`src/hw/rtl/mec_pkg.sv`:
```
// Shared types and constants for the magnetometer hard/soft-iron corrector.
// Holds the channel payload structs, register indexes and fixed-point widths.
// No dependencies; imported by every module of the block.
`default_nettype none

package mec_pkg;

  // Fixed-point widths
  localparam int unsigned RAW_W   = 16;  // raw sample, signed counts
  localparam int unsigned BIAS_W  = 20;  // hard-iron bias, Q16.4
  localparam int unsigned CEN_W   = 21;  // centred value, Q17.4
  localparam int unsigned COEF_W  = 18;  // soft-iron coefficient, Q4.14
  localparam int unsigned ROW_W   = 3 * COEF_W;
  localparam int unsigned PROD_W  = COEF_W + CEN_W;   // Q.18 product
  localparam int unsigned SUM_W   = PROD_W + 2;       // three-term row sum
  localparam int unsigned FRAC_DROP = 14;             // Q.18 -> Q.4
  localparam int unsigned RND_W   = SUM_W - FRAC_DROP;
  localparam int unsigned CAL_W   = 24;               // result, Q20.4
  localparam int unsigned CFG_IDX_W  = 3;
  localparam int unsigned CFG_DATA_W = ROW_W;

  // Register indexes on the configuration port
  localparam logic [CFG_IDX_W-1:0] CFG_BIAS_X = 3'd0;
  localparam logic [CFG_IDX_W-1:0] CFG_BIAS_Y = 3'd1;
  localparam logic [CFG_IDX_W-1:0] CFG_BIAS_Z = 3'd2;
  localparam logic [CFG_IDX_W-1:0] CFG_ROW_0  = 3'd3;
  localparam logic [CFG_IDX_W-1:0] CFG_ROW_1  = 3'd4;
  localparam logic [CFG_IDX_W-1:0] CFG_ROW_2  = 3'd5;

  // Reset values: zero bias, identity matrix
  localparam logic [ROW_W-1:0] ROW_0_RST = 54'd16384;
  localparam logic [ROW_W-1:0] ROW_1_RST = 54'd4294967296;
  localparam logic [ROW_W-1:0] ROW_2_RST = 54'd1125899906842624;

  typedef logic signed [BIAS_W-1:0] bias_t;
  typedef logic signed [CEN_W-1:0]  cen_t;
  typedef logic [ROW_W-1:0]         row_t;

  // Input payload
  typedef struct packed {
    logic signed [RAW_W-1:0] raw_x;
    logic signed [RAW_W-1:0] raw_y;
    logic signed [RAW_W-1:0] raw_z;
  } in_t;

  // Result payload
  typedef struct packed {
    logic signed [CAL_W-1:0] cal_x;
    logic signed [CAL_W-1:0] cal_y;
    logic signed [CAL_W-1:0] cal_z;
    logic                    saturated;
  } out_t;

  // One row's rounded, clipped value and its clip flag
  typedef struct packed {
    logic signed [CAL_W-1:0] val;
    logic                    sat;
  } row_res_t;

  // Configuration held for the datapath
  typedef struct packed {
    bias_t bias_x;
    bias_t bias_y;
    bias_t bias_z;
    row_t  row_0;
    row_t  row_1;
    row_t  row_2;
  } cfg_t;

endpackage

`default_nettype wire

```
`src/hw/rtl/mec_cfg_regs.sv`:
```
// Configuration register file: three hard-iron biases and three matrix rows.
// Depends on mec_pkg for indexes, widths and reset values.
`default_nettype none

module mec_cfg_regs
  import mec_pkg::*;
(
  input  wire logic                  clk,
  input  wire logic                  rst_n,
  input  wire logic                  cfg_we,
  input  wire logic [CFG_IDX_W-1:0]  cfg_index,
  input  wire logic [CFG_DATA_W-1:0] cfg_wdata,
  output cfg_t                       cfg
);

  cfg_t cfg_r;

  // Write decode; indexes past the last register are dropped
  always_ff @(posedge clk) begin
    if (!rst_n) begin
      cfg_r.bias_x <= '0;
      cfg_r.bias_y <= '0;
      cfg_r.bias_z <= '0;
      cfg_r.row_0  <= ROW_0_RST;
      cfg_r.row_1  <= ROW_1_RST;
      cfg_r.row_2  <= ROW_2_RST;
    end else if (cfg_we) begin
      case (cfg_index)
        CFG_BIAS_X: cfg_r.bias_x <= cfg_wdata[BIAS_W-1:0];
        CFG_BIAS_Y: cfg_r.bias_y <= cfg_wdata[BIAS_W-1:0];
        CFG_BIAS_Z: cfg_r.bias_z <= cfg_wdata[BIAS_W-1:0];
        CFG_ROW_0:  cfg_r.row_0  <= cfg_wdata[ROW_W-1:0];
        CFG_ROW_1:  cfg_r.row_1  <= cfg_wdata[ROW_W-1:0];
        CFG_ROW_2:  cfg_r.row_2  <= cfg_wdata[ROW_W-1:0];
        default: ;
      endcase
    end
  end

  assign cfg = cfg_r;

endmodule

`default_nettype wire

```
`config.mk`:
```
export PLATFORM = sky130hd
export DESIGN_NAME = mec_cfg_regs
export DESIGN_NICKNAME = d
export VERILOG_FILES = /design/src/hw/rtl/mec_pkg.sv /design/src/hw/rtl/mec_cfg_regs.sv
export SDC_FILE = /design/constraint.sdc
export NUM_CORES = 1
export LEC_CHECK = 0
export ABC_CLOCK_PERIOD_IN_PS = 2290
export BUFFER_PORTS_ARGS = -buffer_cell sky130_fd_sc_hd__clkbuf_2
export CAP_MARGIN = 20
export CORE_ASPECT_RATIO = 1.2
export CORE_MARGIN = 4
export CORE_UTILIZATION = 54
export CTS_CLUSTER_DIAMETER = 60
export CTS_CLUSTER_SIZE = 12
export DETAILED_ROUTE_END_ITERATION = 12
export GPL_ROUTABILITY_DRIVEN = 0
export GPL_TIMING_DRIVEN = 0
export PLACE_DENSITY_LB_ADDON = 0.1
export SLEW_MARGIN = 20
export SYNTH_ARGS = -nofsm -noshare
export SYNTH_HDL_FRONTEND = slang
export SYNTH_SLANG_ARGS = --single-unit
```
`constraint.sdc`:
```
create_clock -name clk -period 2.29 [get_ports clk]
set_input_delay 0.3435 -clock clk [delete_from_list [all_inputs] [get_ports clk]]
set_output_delay 0.3435 -clock clk [all_outputs]
set_load 0.1 [all_outputs]
```
# [Yosys cells after proc, flatten, opt, wreduce, memory -nomap -nowiden]
# Cells that the tools add are included.
[word_totals] regBits=222 latchBits=0 ramBits=0 rom_bits=0 inputBits=60 word_cells=18 mem_count=0
[op_classes] add_sub_neg=0 mul=0 n_div=0 n_lt_le_gt_ge=0 eq_ne=5 shifts=0 muxes=0 n_bitwise=0 reduce_logical=7
[ops] operator="2-bit AND reduction" n=6
[ops] operator="3-bit by 2-bit equality test with 1-bit output (second input constant)" n=2
[ops] operator="3-bit equality test (second input constant)" n=2
[ops] operator="3-bit by 1-bit equality test with 1-bit output (second input constant)" n=1
[ops] operator="3-bit zero test" n=1

# [Logic depth before layout (Yosys ltp)]
[logic_depth] depth_word=2 depth_mapped=5

# [Least setup slack after synthesis]
# No wires, ideal clock.
[synth_timing] path_type="register to output" from="register cfg_r, in the netlist cfg[122]" to="output port cfg[122] (netlist bit)" t_arrival_ps=925 slack_ps=1022 stages_incl_launch_ff=1 n_path_buf=0 path_cell_list="dfxtp_1"
[synth_lines] item="from (decl)" line_no="mec_cfg_regs.sv:16" text="cfg_t cfg_r;"
[synth_lines] item="to (decl)" line_no="mec_cfg_regs.sv:13" text="output cfg_t cfg"
# No word-level cell between the ends.

# [Worst setup path in the final report]
[layout_timing] from="register cfg_r, in the netlist cfg[161]" to="output port cfg[161] (netlist bit)"
# No word-level cell between the ends.

==> flow_summary.ini <==
[routing]
drtAntennaViolNets = 0
vias_per_cell = 5.009
first_iter_violations = 266
firstDrtPassIters = 4
wl_per_cell_um = 17.28
wl_um = 22260
vias = 6451
drc = 0

[synthesis]
yosysWarnings = 0
syn_area_um2 = 8127
syn_nets = 844
yosysTopAreaCell = dfxtp_1
ys_ff_latch = 222
synth_area_leaders = dfxtp_1 55%, mux2i_1 27%, nand2_1 13%
yosysSeqAreaShare_pct = 54.69
synth_cells = 784
synthDistinctLibCells = 13
synth_area_per_cell_um2 = 10.37
synth_top_area_share_pct = 54.69

[floorplan]
rows = 48
die_w_um = 120.0
ioPinCount = 282
core-area_um2 = 14590
start_util_pct = 55.68
die_h_um = 142.4
die-area_um2 = 17080

[power]
power_density_nw_per_um2 = 794.1
vdd_drop_max_v = 0.0005290
combPwrFrac_pct = 13.7
total_power_mw = 8.229
p_seq_share_pct = 48.5
swShare_pct = 28.02
intPower_mw = 5.923
power_frac_clock_pct = 37.8
p_leak_nw = 5.283
p_sw_mw = 2.306

[global_routing]
grt_max_degree = 13
grt_pass1_wl_um = 35110
grt.overflow.total = 0
grt_pass1_vias = 6539
antenna_found_initial = 0
grt_usage_pct = 25.50

[clock_network]
worstSkewPairLatency_ps = 480
cts_buffer_depth = 3
cts_sinks = 222
cts_buffers = 22
ctsResizeCount = 0
cts_max_level = 1
cts-root-buf = clkbuf_16
ctsHoldBuffers = 0
post_cts_buffers = 0
path_clk_slew_ps = 60
cts_tree = built

[timing]
max_freq_mhz = 599.0
slew_headroom_pct = 60.83
timing.hold.ws_ps = 131.3
setup_viol = 0
fin_ws_ps = 620.4
rsz0062_at_grt = false
fin_skew_ps = 0
slew_violations = 0
worst_pin_slew_ps = 587.5
hold_violations = 0
min_period_ps = 1670
tns_ps = 0
fin_crit_sh_pct = 72.91

[worst_setup_path]
cp_cell_sequence = clkbuf_2
cp.buffers_inverters = 1
critPathMaxFanout = 2
worstRegToRegCells = 2
worstPathRequired_ps = 1950
cp-startpoint = cfg[161]
worst-path-stages = 1
r2r-start = cfg[124]
slowest_delay_ps = 490
endpoint_kind = primary output
crit_family = buffers and inverters
r2r_slack_ps = 1630
startpoint_type = register
path_class = reg2out
reg2reg_to = cfg[124]
cp_slowest_cell = clkbuf_2
worstSetupEndpoint = cfg[161]
worstPathArrival_ps = 1330

[finish]
fill_cells = 1193
stdcell_area_um2 = 10360
multiInputGateArea_um2 = 3353
final_cell_mix = 280 x clkbuf_2, 273 x nand2_1, 222 x mux2i_1, 222 x dfxtp_1, 23 x clkbuf_16
n_antenna_cell = 0
post-route-util_pct = 71.00
seqCellArea_um2 = 4444
largest_reg_flops = 222
drive_gt1_share_pct = 31.53
final_common_cell = clkbuf_2
nets = 1148
syn2layout_area_growth_pct = 27.51
stdcell_count = 1288

[status]
run_status = finished clean

[place]
placed_area_um2 = 9778
dp_hpwl_um = 16580
io_buffers = 280
pre_cts_ws_ps = 725.8
dpl.cell_count = 1264

[hold_path]
min_path_type = in2reg
min_from = cfg_wdata[50]

[run]
drv_cap = 0
worst min-delay path by stage:
stage	end	slack [ps]	cells after the start
after floorplan	cfg[50]	500	2
after global placement	cfg[216]	440	2
after detailed placement	cfg[210]	440	2
after CTS	cfg[122]	120	3
after global routing	cfg[122]	150	3
final	cfg[50]	130	3
area by class of cell:
cell class	instances	share of cell area [%]
Sequential cell	222	42.89
Multi-Input combinational cell	507	32.36
Timing Repair Buffer	280	13.52
Clock buffer	23	5.554
Buffer	55	3.176
Tap cell	200	2.415
Clock inverter	1	0.08452
logic make-up (layout without fill, tap and decap cells):
| family | Yosys count | count (layout) | synth area share (%) |
|---|---|---|---|
| simple gates | 285 | 285 | 13.92 |
| flops | 222 | 222 | 54.69 |
| buf+inv | 55 | 359 | 4.049 |
| mux | 222 | 222 | 27.34 |
cells in the mapped netlist, drive strengths merged:
library cell	n
buf	37
nand4b	1
nand4bb	2
nand2	273
and4bb	1
dfxtp	222
clkbuf	18
and4b	1
nor2b	6
nor4b	1
mux2i	222
power by group through the flow:
stage                     Clock (mW)  Sequential (mW)  Combinational (mW)
after floorplan                    0             4.69               0.274
after global placement             0             4.08                1.13
after detailed placement           0             4.08                1.13
after CTS                       3.17             3.99                1.14
after global routing            3.32             4.00                1.18
final                           3.11             3.99                1.13
metal layers:
| layer | GRT usage (%) | wire, µm | vias to the layer above | share of wire, % |
|---|---|---|---|---|
| met5 | 0 | 0 | - | 0 |
| met4 | 8.625 | 765 | 0 | 3.4 |
| met3 | 6.521 | 1587 | 46 | 7.1 |
| met2 | 45.71 | 11160 | 202 | 50 |
| met1 | 29.63 | 8748 | 3033 | 39 |
| li1 | - | - | 3170 | - |
(Power assumes the default switching activity.)
