===== config.mk =====
export PLATFORM = sky130hd
export DESIGN_NAME = mec_row
export DESIGN_NICKNAME = d
export VERILOG_FILES = /design/src/hw/rtl/mec_pkg.sv /design/src/hw/rtl/mec_row.sv
export SDC_FILE = /design/constraint.sdc
export NUM_CORES = 2
export LEC_CHECK = 0
export BUFFER_PORTS_ARGS = -buffer_cell sky130_fd_sc_hd__buf_2
export CORE_ASPECT_RATIO = 0.9
export CORE_UTILIZATION = 35
export CTS_CLUSTER_SIZE = 28
export DETAILED_ROUTE_END_ITERATION = 6
export GPL_TIMING_DRIVEN = 0
export PLACE_DENSITY = 0.58
export REMOVE_ABC_BUFFERS = 1
export SLEW_MARGIN = 20
export SYNTH_ARGS = -nofsm -noshare
export SYNTH_HDL_FRONTEND = slang
export SYNTH_SLANG_ARGS = --single-unit

===== constraint.sdc =====
create_clock -name clk -period 7.9 [get_ports clk]
set_input_delay 0.395 -clock clk [delete_from_list [all_inputs] [get_ports clk]]
set_output_delay 0.395 -clock clk [all_outputs]
set_load 0.05 [all_outputs]

===== src/hw/rtl/mec_pkg.sv =====
// Shared types and constants for the magnetometer hard/soft-iron corrector.
// Holds the channel payload structs, register indexes and fixed-point widths.
// No dependencies; imported by every module of the block.
`default_nettype none

package mec_pkg;

  // Fixed-point widths
  localparam int unsigned RAW_W   = 16;  // raw sample, signed counts
  localparam int unsigned BIAS_W  = 20;  // hard-iron bias, Q16.4
  localparam int unsigned CEN_W   = 21;  // centred value, Q17.4
  localparam int unsigned COEF_W  = 18;  // soft-iron coefficient, Q4.14
  localparam int unsigned ROW_W   = 3 * COEF_W;
  localparam int unsigned PROD_W  = COEF_W + CEN_W;   // Q.18 product
  localparam int unsigned SUM_W   = PROD_W + 2;       // three-term row sum
  localparam int unsigned FRAC_DROP = 14;             // Q.18 -> Q.4
  localparam int unsigned RND_W   = SUM_W - FRAC_DROP;
  localparam int unsigned CAL_W   = 24;               // result, Q20.4
  localparam int unsigned CFG_IDX_W  = 3;
  localparam int unsigned CFG_DATA_W = ROW_W;

  // Register indexes on the configuration port
  localparam logic [CFG_IDX_W-1:0] CFG_BIAS_X = 3'd0;
  localparam logic [CFG_IDX_W-1:0] CFG_BIAS_Y = 3'd1;
  localparam logic [CFG_IDX_W-1:0] CFG_BIAS_Z = 3'd2;
  localparam logic [CFG_IDX_W-1:0] CFG_ROW_0  = 3'd3;
  localparam logic [CFG_IDX_W-1:0] CFG_ROW_1  = 3'd4;
  localparam logic [CFG_IDX_W-1:0] CFG_ROW_2  = 3'd5;

  // Reset values: zero bias, identity matrix
  localparam logic [ROW_W-1:0] ROW_0_RST = 54'd16384;
  localparam logic [ROW_W-1:0] ROW_1_RST = 54'd4294967296;
  localparam logic [ROW_W-1:0] ROW_2_RST = 54'd1125899906842624;

  typedef logic signed [BIAS_W-1:0] bias_t;
  typedef logic signed [CEN_W-1:0]  cen_t;
  typedef logic [ROW_W-1:0]         row_t;

  // Input payload
  typedef struct packed {
    logic signed [RAW_W-1:0] raw_x;
    logic signed [RAW_W-1:0] raw_y;
    logic signed [RAW_W-1:0] raw_z;
  } in_t;

  // Result payload
  typedef struct packed {
    logic signed [CAL_W-1:0] cal_x;
    logic signed [CAL_W-1:0] cal_y;
    logic signed [CAL_W-1:0] cal_z;
    logic                    saturated;
  } out_t;

  // One row's rounded, clipped value and its clip flag
  typedef struct packed {
    logic signed [CAL_W-1:0] val;
    logic                    sat;
  } row_res_t;

  // Configuration held for the datapath
  typedef struct packed {
    bias_t bias_x;
    bias_t bias_y;
    bias_t bias_z;
    row_t  row_0;
    row_t  row_1;
    row_t  row_2;
  } cfg_t;

endpackage

`default_nettype wire


===== src/hw/rtl/mec_row.sv =====
// One row of the soft-iron matrix: three registered products, then sum,
// round to Q.4 (ties up) and clip to 24 bits. Depends on mec_pkg.
`default_nettype none

module mec_row
  import mec_pkg::*;
(
  input  wire logic clk,
  input  wire logic en,
  input  wire cen_t cen_x,
  input  wire cen_t cen_y,
  input  wire cen_t cen_z,
  input  wire row_t coefs,
  output row_res_t  res
);

  localparam logic signed [SUM_W-1:0] HALF_LSB = SUM_W'(1) <<< (FRAC_DROP - 1);
  localparam logic signed [RND_W-1:0] CAL_MAX  = RND_W'(8388607);
  localparam logic signed [RND_W-1:0] CAL_MIN  = -RND_W'(8388608);

  logic signed [COEF_W-1:0] coef_0, coef_1, coef_2;
  logic signed [PROD_W-1:0] prod_0_r, prod_1_r, prod_2_r;
  logic signed [SUM_W-1:0]  sum;
  logic signed [SUM_W-1:0]  sum_rnd;
  logic signed [RND_W-1:0]  q4;

  // Unpack the row: column 0 in the low bits
  assign coef_0 = signed'(coefs[COEF_W-1:0]);
  assign coef_1 = signed'(coefs[2*COEF_W-1:COEF_W]);
  assign coef_2 = signed'(coefs[3*COEF_W-1:2*COEF_W]);

  // Product register
  always_ff @(posedge clk) begin
    if (en) begin
      prod_0_r <= PROD_W'(coef_0 * cen_x);
      prod_1_r <= PROD_W'(coef_1 * cen_y);
      prod_2_r <= PROD_W'(coef_2 * cen_z);
    end
  end

  // Sum, round half up, drop 14 fraction bits
  assign sum     = SUM_W'(prod_0_r) + SUM_W'(prod_1_r) + SUM_W'(prod_2_r);
  assign sum_rnd = sum + HALF_LSB;
  assign q4      = RND_W'(sum_rnd >>> FRAC_DROP);

  // Clip to the Q20.4 range
  always_comb begin
    if (q4 > CAL_MAX) begin
      res.val = CAL_MAX[CAL_W-1:0];
      res.sat = 1'b1;
    end else if (q4 < CAL_MIN) begin
      res.val = CAL_MIN[CAL_W-1:0];
      res.sat = 1'b1;
    end else begin
      res.val = q4[CAL_W-1:0];
      res.sat = 1'b0;
    end
  end

endmodule

`default_nettype wire


---- Yosys cells after proc, flatten, opt, wreduce, memory -nomap -nowiden ----
Cells that the tools add are included.
word-level totals
  bits in registers ....................... 117
  bits of input ports ..................... 119
  output and inout port bits .............. 25
  word-level logic and storage cells ...... 13
cells by class
  add/subtract/negate cells ............... 3
  multipliers ............................. 3
  magnitude comparators ................... 2
  mux-type cells .......................... 2
operator list
  cell                      number
  $mul A18 B21 Y39          3
  $mux W25                  2
  $add A40 B39 Y41          1
  $add A41 B15 Y41 const B  1
  $add A39 B39 Y40          1
  $gt A27 B24 Y1 const B    1
  $lt A27 B24 Y1 const B    1

---- Depth between registers and ports, before layout ----
  depth in word-level cells ............... 6
  gate-level depth with buffers ........... 26
  depth with buffers taken out ............ 24

---- Least setup slack after synthesis ----
OpenSTA, ideal clock, no wires.
  kind .................................... input to register
  start ................................... input port cen_x[13]
  end ..................................... register prod_0_r[38] (data pin)
  library setup time ...................... 0.260 ns
  data arrival time ....................... 6.338 ns
  required time ........................... 7.640 ns
  path slack .............................. 1.302 ns
  stages .................................. 26
  buffers on the path ..................... 3
  cell sequence ........................... clkbuf_1 > clkbuf_1 > nand2_1 > fa_1 > inv_1 > fa_1 > inv_1 > fa_1 > inv_1 > fa_1 > fa_1 > inv_1 > fa_1 > inv_1 > ha_1 > clkbuf_1 > a21o_1 > a21o_1 > a21oi_1 > o31a_1 > a21oi_1 > o31a_1 > o41a_1 > a21o_1 > a21oi_1 > xnor2_1
between the ends
  longest elaborated chain between the ends .. 1
RTL lines
  item                  line           text
  from (decl)           mec_row.sv:10  input wire cen_t cen_x,
  $mul A18 B21 Y39      mec_row.sv:35  prod_0_r <= PROD_W'(coef_0 * cen_x);
  to (signal assigned)  mec_row.sv:35
  to (decl)             mec_row.sv:22  logic signed [PROD_W-1:0] prod_0_r, prod_1_r, prod_2_r;
No other way between the ends.
A chain may end at the register's enable or synchronous reset.

---- Worst setup path after layout ----
  start ................................... input port coefs[21]
  end ..................................... register prod_1_r[35] (data pin)
between the ends
  longest elaborated chain between the ends .. 1
RTL lines
  item                  line           text
  from (decl)           mec_row.sv:13  input wire row_t coefs,
  $mul A18 B21 Y39      mec_row.sv:36  prod_1_r <= PROD_W'(coef_1 * cen_y);
  to (signal assigned)  mec_row.sv:36
  to (decl)             mec_row.sv:22
No other way between the ends.

==> impl_results.rst <==
.. list-table::
   :header-rows: 1

   * - Metric
     - Value
   * - Pin count of the biggest net entering global routing
     - 80
   * - Global-route wire length before repair
     - 191500 um
   * - # clock sinks
     - 117
   * - Via count of the first global-routing pass
     - 35179
   * - Worst min-delay path class
     - in2reg
   * - Deepest level of the CTS H-tree
     - 4
   * - Crit Path Category
     - in2reg
   * - DRC viols
     - 0
   * - Post-detailed-placement half-perimeter wirelength
     - 95400 um
   * - Smallest setup slack after layout
     - 1.035 ns
   * - Vertical die dimension
     - 351.5 um
   * - Cell chosen for the clock root
     - sky130_fd_sc_hd__clkbuf_16
   * - Number of placement rows
     - 127
   * - Number of buffers on the longest clock path
     - 2
   * - Max-cap viol count
     - 0
   * - Post-route setup TNS
     - 0 ns
   * - Final slew viol count
     - 0
   * - Number of buffers inserted by post-CTS setup repair
     - 0
   * - Area enclosed by the die boundary
     - 137200 sq um
   * - Max frequency
     - 145.7 MHz
   * - Number of violations reported at the end of detailed-routing iteration 0
     - 1892
   * - Distinct cells, synth
     - 73
   * - Area overhead of the layout relative to synthesis
     - 5.783%
   * - Worst-margin pin slew
     - 0.9465 ns
   * - Utilization after layout
     - 0.3751
   * - Most common cell after layout, fill and taps aside
     - sky130_fd_sc_hd__inv_1
   * - Status
     - finished, final reports clean
   * - TritonCTS clock tree
     - done
   * - Setup repair after global routing missed its margin
     - false
   * - Routed length per instance
     - 16.92 um
   * - Die outline width
     - 390.3 um
   * - Commonest non-fill, non-tap cells in the layout
     - sky130_fd_sc_hd__inv_1 (1294), sky130_fd_sc_hd__fa_1 (1169), sky130_fd_sc_hd__nand2_1 (726)
   * - Worst hold margin
     - 0.3847 ns
   * - Layout cells sized above 1
     - 0.03758
   * - Required time at the endpoint of the critical path
     - 8.09 ns
   * - Number of nets with antenna violations after routing
     - 0
   * - Sequential-to-total area share from yosys stat
     - 0.07397
   * - GRT overflow
     - 0
   * - Post-Synthesis Mean Instance Area
     - 9.373 sq um
   * - Post-cts repair resize count
     - 0
   * - Min cycle time layout
     - 6.865 ns
   * - Cell at the slowest stage of the critical path
     - sky130_fd_sc_hd__fa_1
   * - Worst endpoint data arrival time
     - 7.06 ns
   * - Number of buffers inserted by port buffering
     - 143
   * - I/O Pins
     - 144
   * - Kind of start point of the critical path
     - primary input
   * - Synthesized flop and latch total
     - 117
   * - Total via count in the routed design
     - 32610
   * - Post-synth EDFFs
     - 117
   * - Area of the core
     - 134000 sq um
   * - Gate Count Post-Synth
     - 5067
   * - Normalized max-slew margin
     - 0.3690
   * - Number of nets at the end of the flow
     - 6678
   * - Share of synthesized flip-flops with an asynchronous set or reset
     - 0
   * - Final clock period utilization by the worst path
     - 0.8690
   * - Crit path cell chain
     - buf_2, nand2_1, fa_1, fa_1, inv_1, fa_1, ha_1, inv_1, fa_1, inv_1, fa_1, ha_1, and3_1, o311a_1, o41ai_2, a21oi_1, o311a_1, a22oi_1, o21ai_1, a21o_1, a21oi_1, xnor2_1
   * - Sequential cell area
     - 3513 sq um
   * - Routed WL
     - 115700 um
   * - Final hold violation count
     - 0
   * - CTS buffer count
     - 17
   * - Per-cell via count in the routed design
     - 4.770
   * - Syn Std Cell Area
     - 47490 sq um
   * - Cell type with the highest occurrence count on the critical path
     - sky130_fd_sc_hd__fa_1
   * - Nature of the critical path endpoint
     - register
   * - Clk pin slew, worst setup/hold paths
     - 0.06 ns
   * - Maximum fanout encountered on the critical timing path
     - 21
   * - Area of combinational cells with multiple inputs
     - 38310 sq um
   * - Crit path largest cell delay
     - 0.56 ns
   * - GRT Total Usage
     - 0.1768
   * - Primary FF master, synth
     - sky130_fd_sc_hd__edfxtp_1
   * - Starting utilization of the core area
     - 0.3546
   * - Final setup fails
     - 0
   * - Post-place setup slack
     - 0.6696 ns
   * - Number of filler cells placed in the layout
     - 13496
   * - Detailed Routing Iterations Pass 1
     - 6
   * - CTS hold repair buffers
     - 0
   * - Placer congestion estimate
     - 0.8414
   * - Initial antenna violation count
     - 2
   * - Yosys synthesis warning count
     - 0
final cells by class:
cell class                 instances  share of cell area
clock inverter                    14            0.002515
sequential                       117             0.06993
antenna                            1          0.00004981
tap                             1806             0.04498
multi-input combinational       3443              0.7625
clock buffer                      17            0.008467
timing repair buffer             144             0.01492
inverter                        1294             0.09668
layer usage:
| metal | routed length [um] | track usage | part of all wire |
|---|---|---|---|
| met1 | 55630 | 0.2644 | 0.48 |
| met2 | 52890 | 0.2827 | 0.46 |
| met3 | 6080 | 0.01993 | 0.053 |
| met4 | 1059 | 0.02017 | 0.0092 |
| met5 | 0 | 0 | 0 |
kinds of logic (layout without fill, tap and decap cells):
logic type      Yosys count  count (layout)  share of synthesized area
compound gates          377             377                    0.05192
fa+ha+maj              1542            1542                     0.5910
xor+xnor                141             141                    0.02600
simple gates           1381            1381                     0.1372
other cells               0               1                          0
buf+inv                1507            1469                     0.1195
flops                   117             117                    0.07397
mux                       2               2                  0.0004215
synth_stat cells, types with 32 or more instances:
master / n / area, sq um
sky130_fd_sc_hd__nand2b_1: 37 / 231.5
sky130_fd_sc_hd__xor2_1: 32 / 280.3
sky130_fd_sc_hd__a21oi_1: 117 / 585.6
sky130_fd_sc_hd__clkbuf_1: 207 / 777.0
sky130_fd_sc_hd__fa_1: 1169 / 23400
sky130_fd_sc_hd__o21ai_0: 59 / 295.3
sky130_fd_sc_hd__a21o_1: 81 / 608.1
sky130_fd_sc_hd__edfxtp_1: 117 / 3513
sky130_fd_sc_hd__and2_1: 401 / 2509
sky130_fd_sc_hd__inv_1: 1294 / 4857
sky130_fd_sc_hd__nand2_1: 726 / 2725
sky130_fd_sc_hd__nor2_1: 113 / 424.2
sky130_fd_sc_hd__ha_1: 373 / 4667
sky130_fd_sc_hd__xnor2_1: 109 / 954.7
path summary, 6_finish.rpt:
kind,startpoint,end,slack [ns],cells past startpoint
min,en,prod_0_r[17],0.38,1
max,coefs[21],prod_1_r[35],1.03,22
through the flow:
step	instances	cell area, sq um
final	6836	50240
after global routing	6835	50240
after floorplan	4854	46680
after global placement	6803	49650
after detailed placement	6804	49690
after CTS	6835	50240
worst max-delay path, delay by kind of cell:
family                     cells  cell delay [ns]
AOI/OAI and AO/OA              8             2.26
adders and majority gates      7             3.16
buffers and inverters          4             0.61
and+or+nand+nor                2             0.38
xor gates and xnor gates       1             0.23
sequential cells by signal, indices dropped and copies added (netlist names):
register / flops
prod_2_r: 39
prod_0_r: 39
prod_1_r: 39
Power is not shown: default switching activity piles up to over one toggle a cycle in this logic, so the estimate is an artifact.
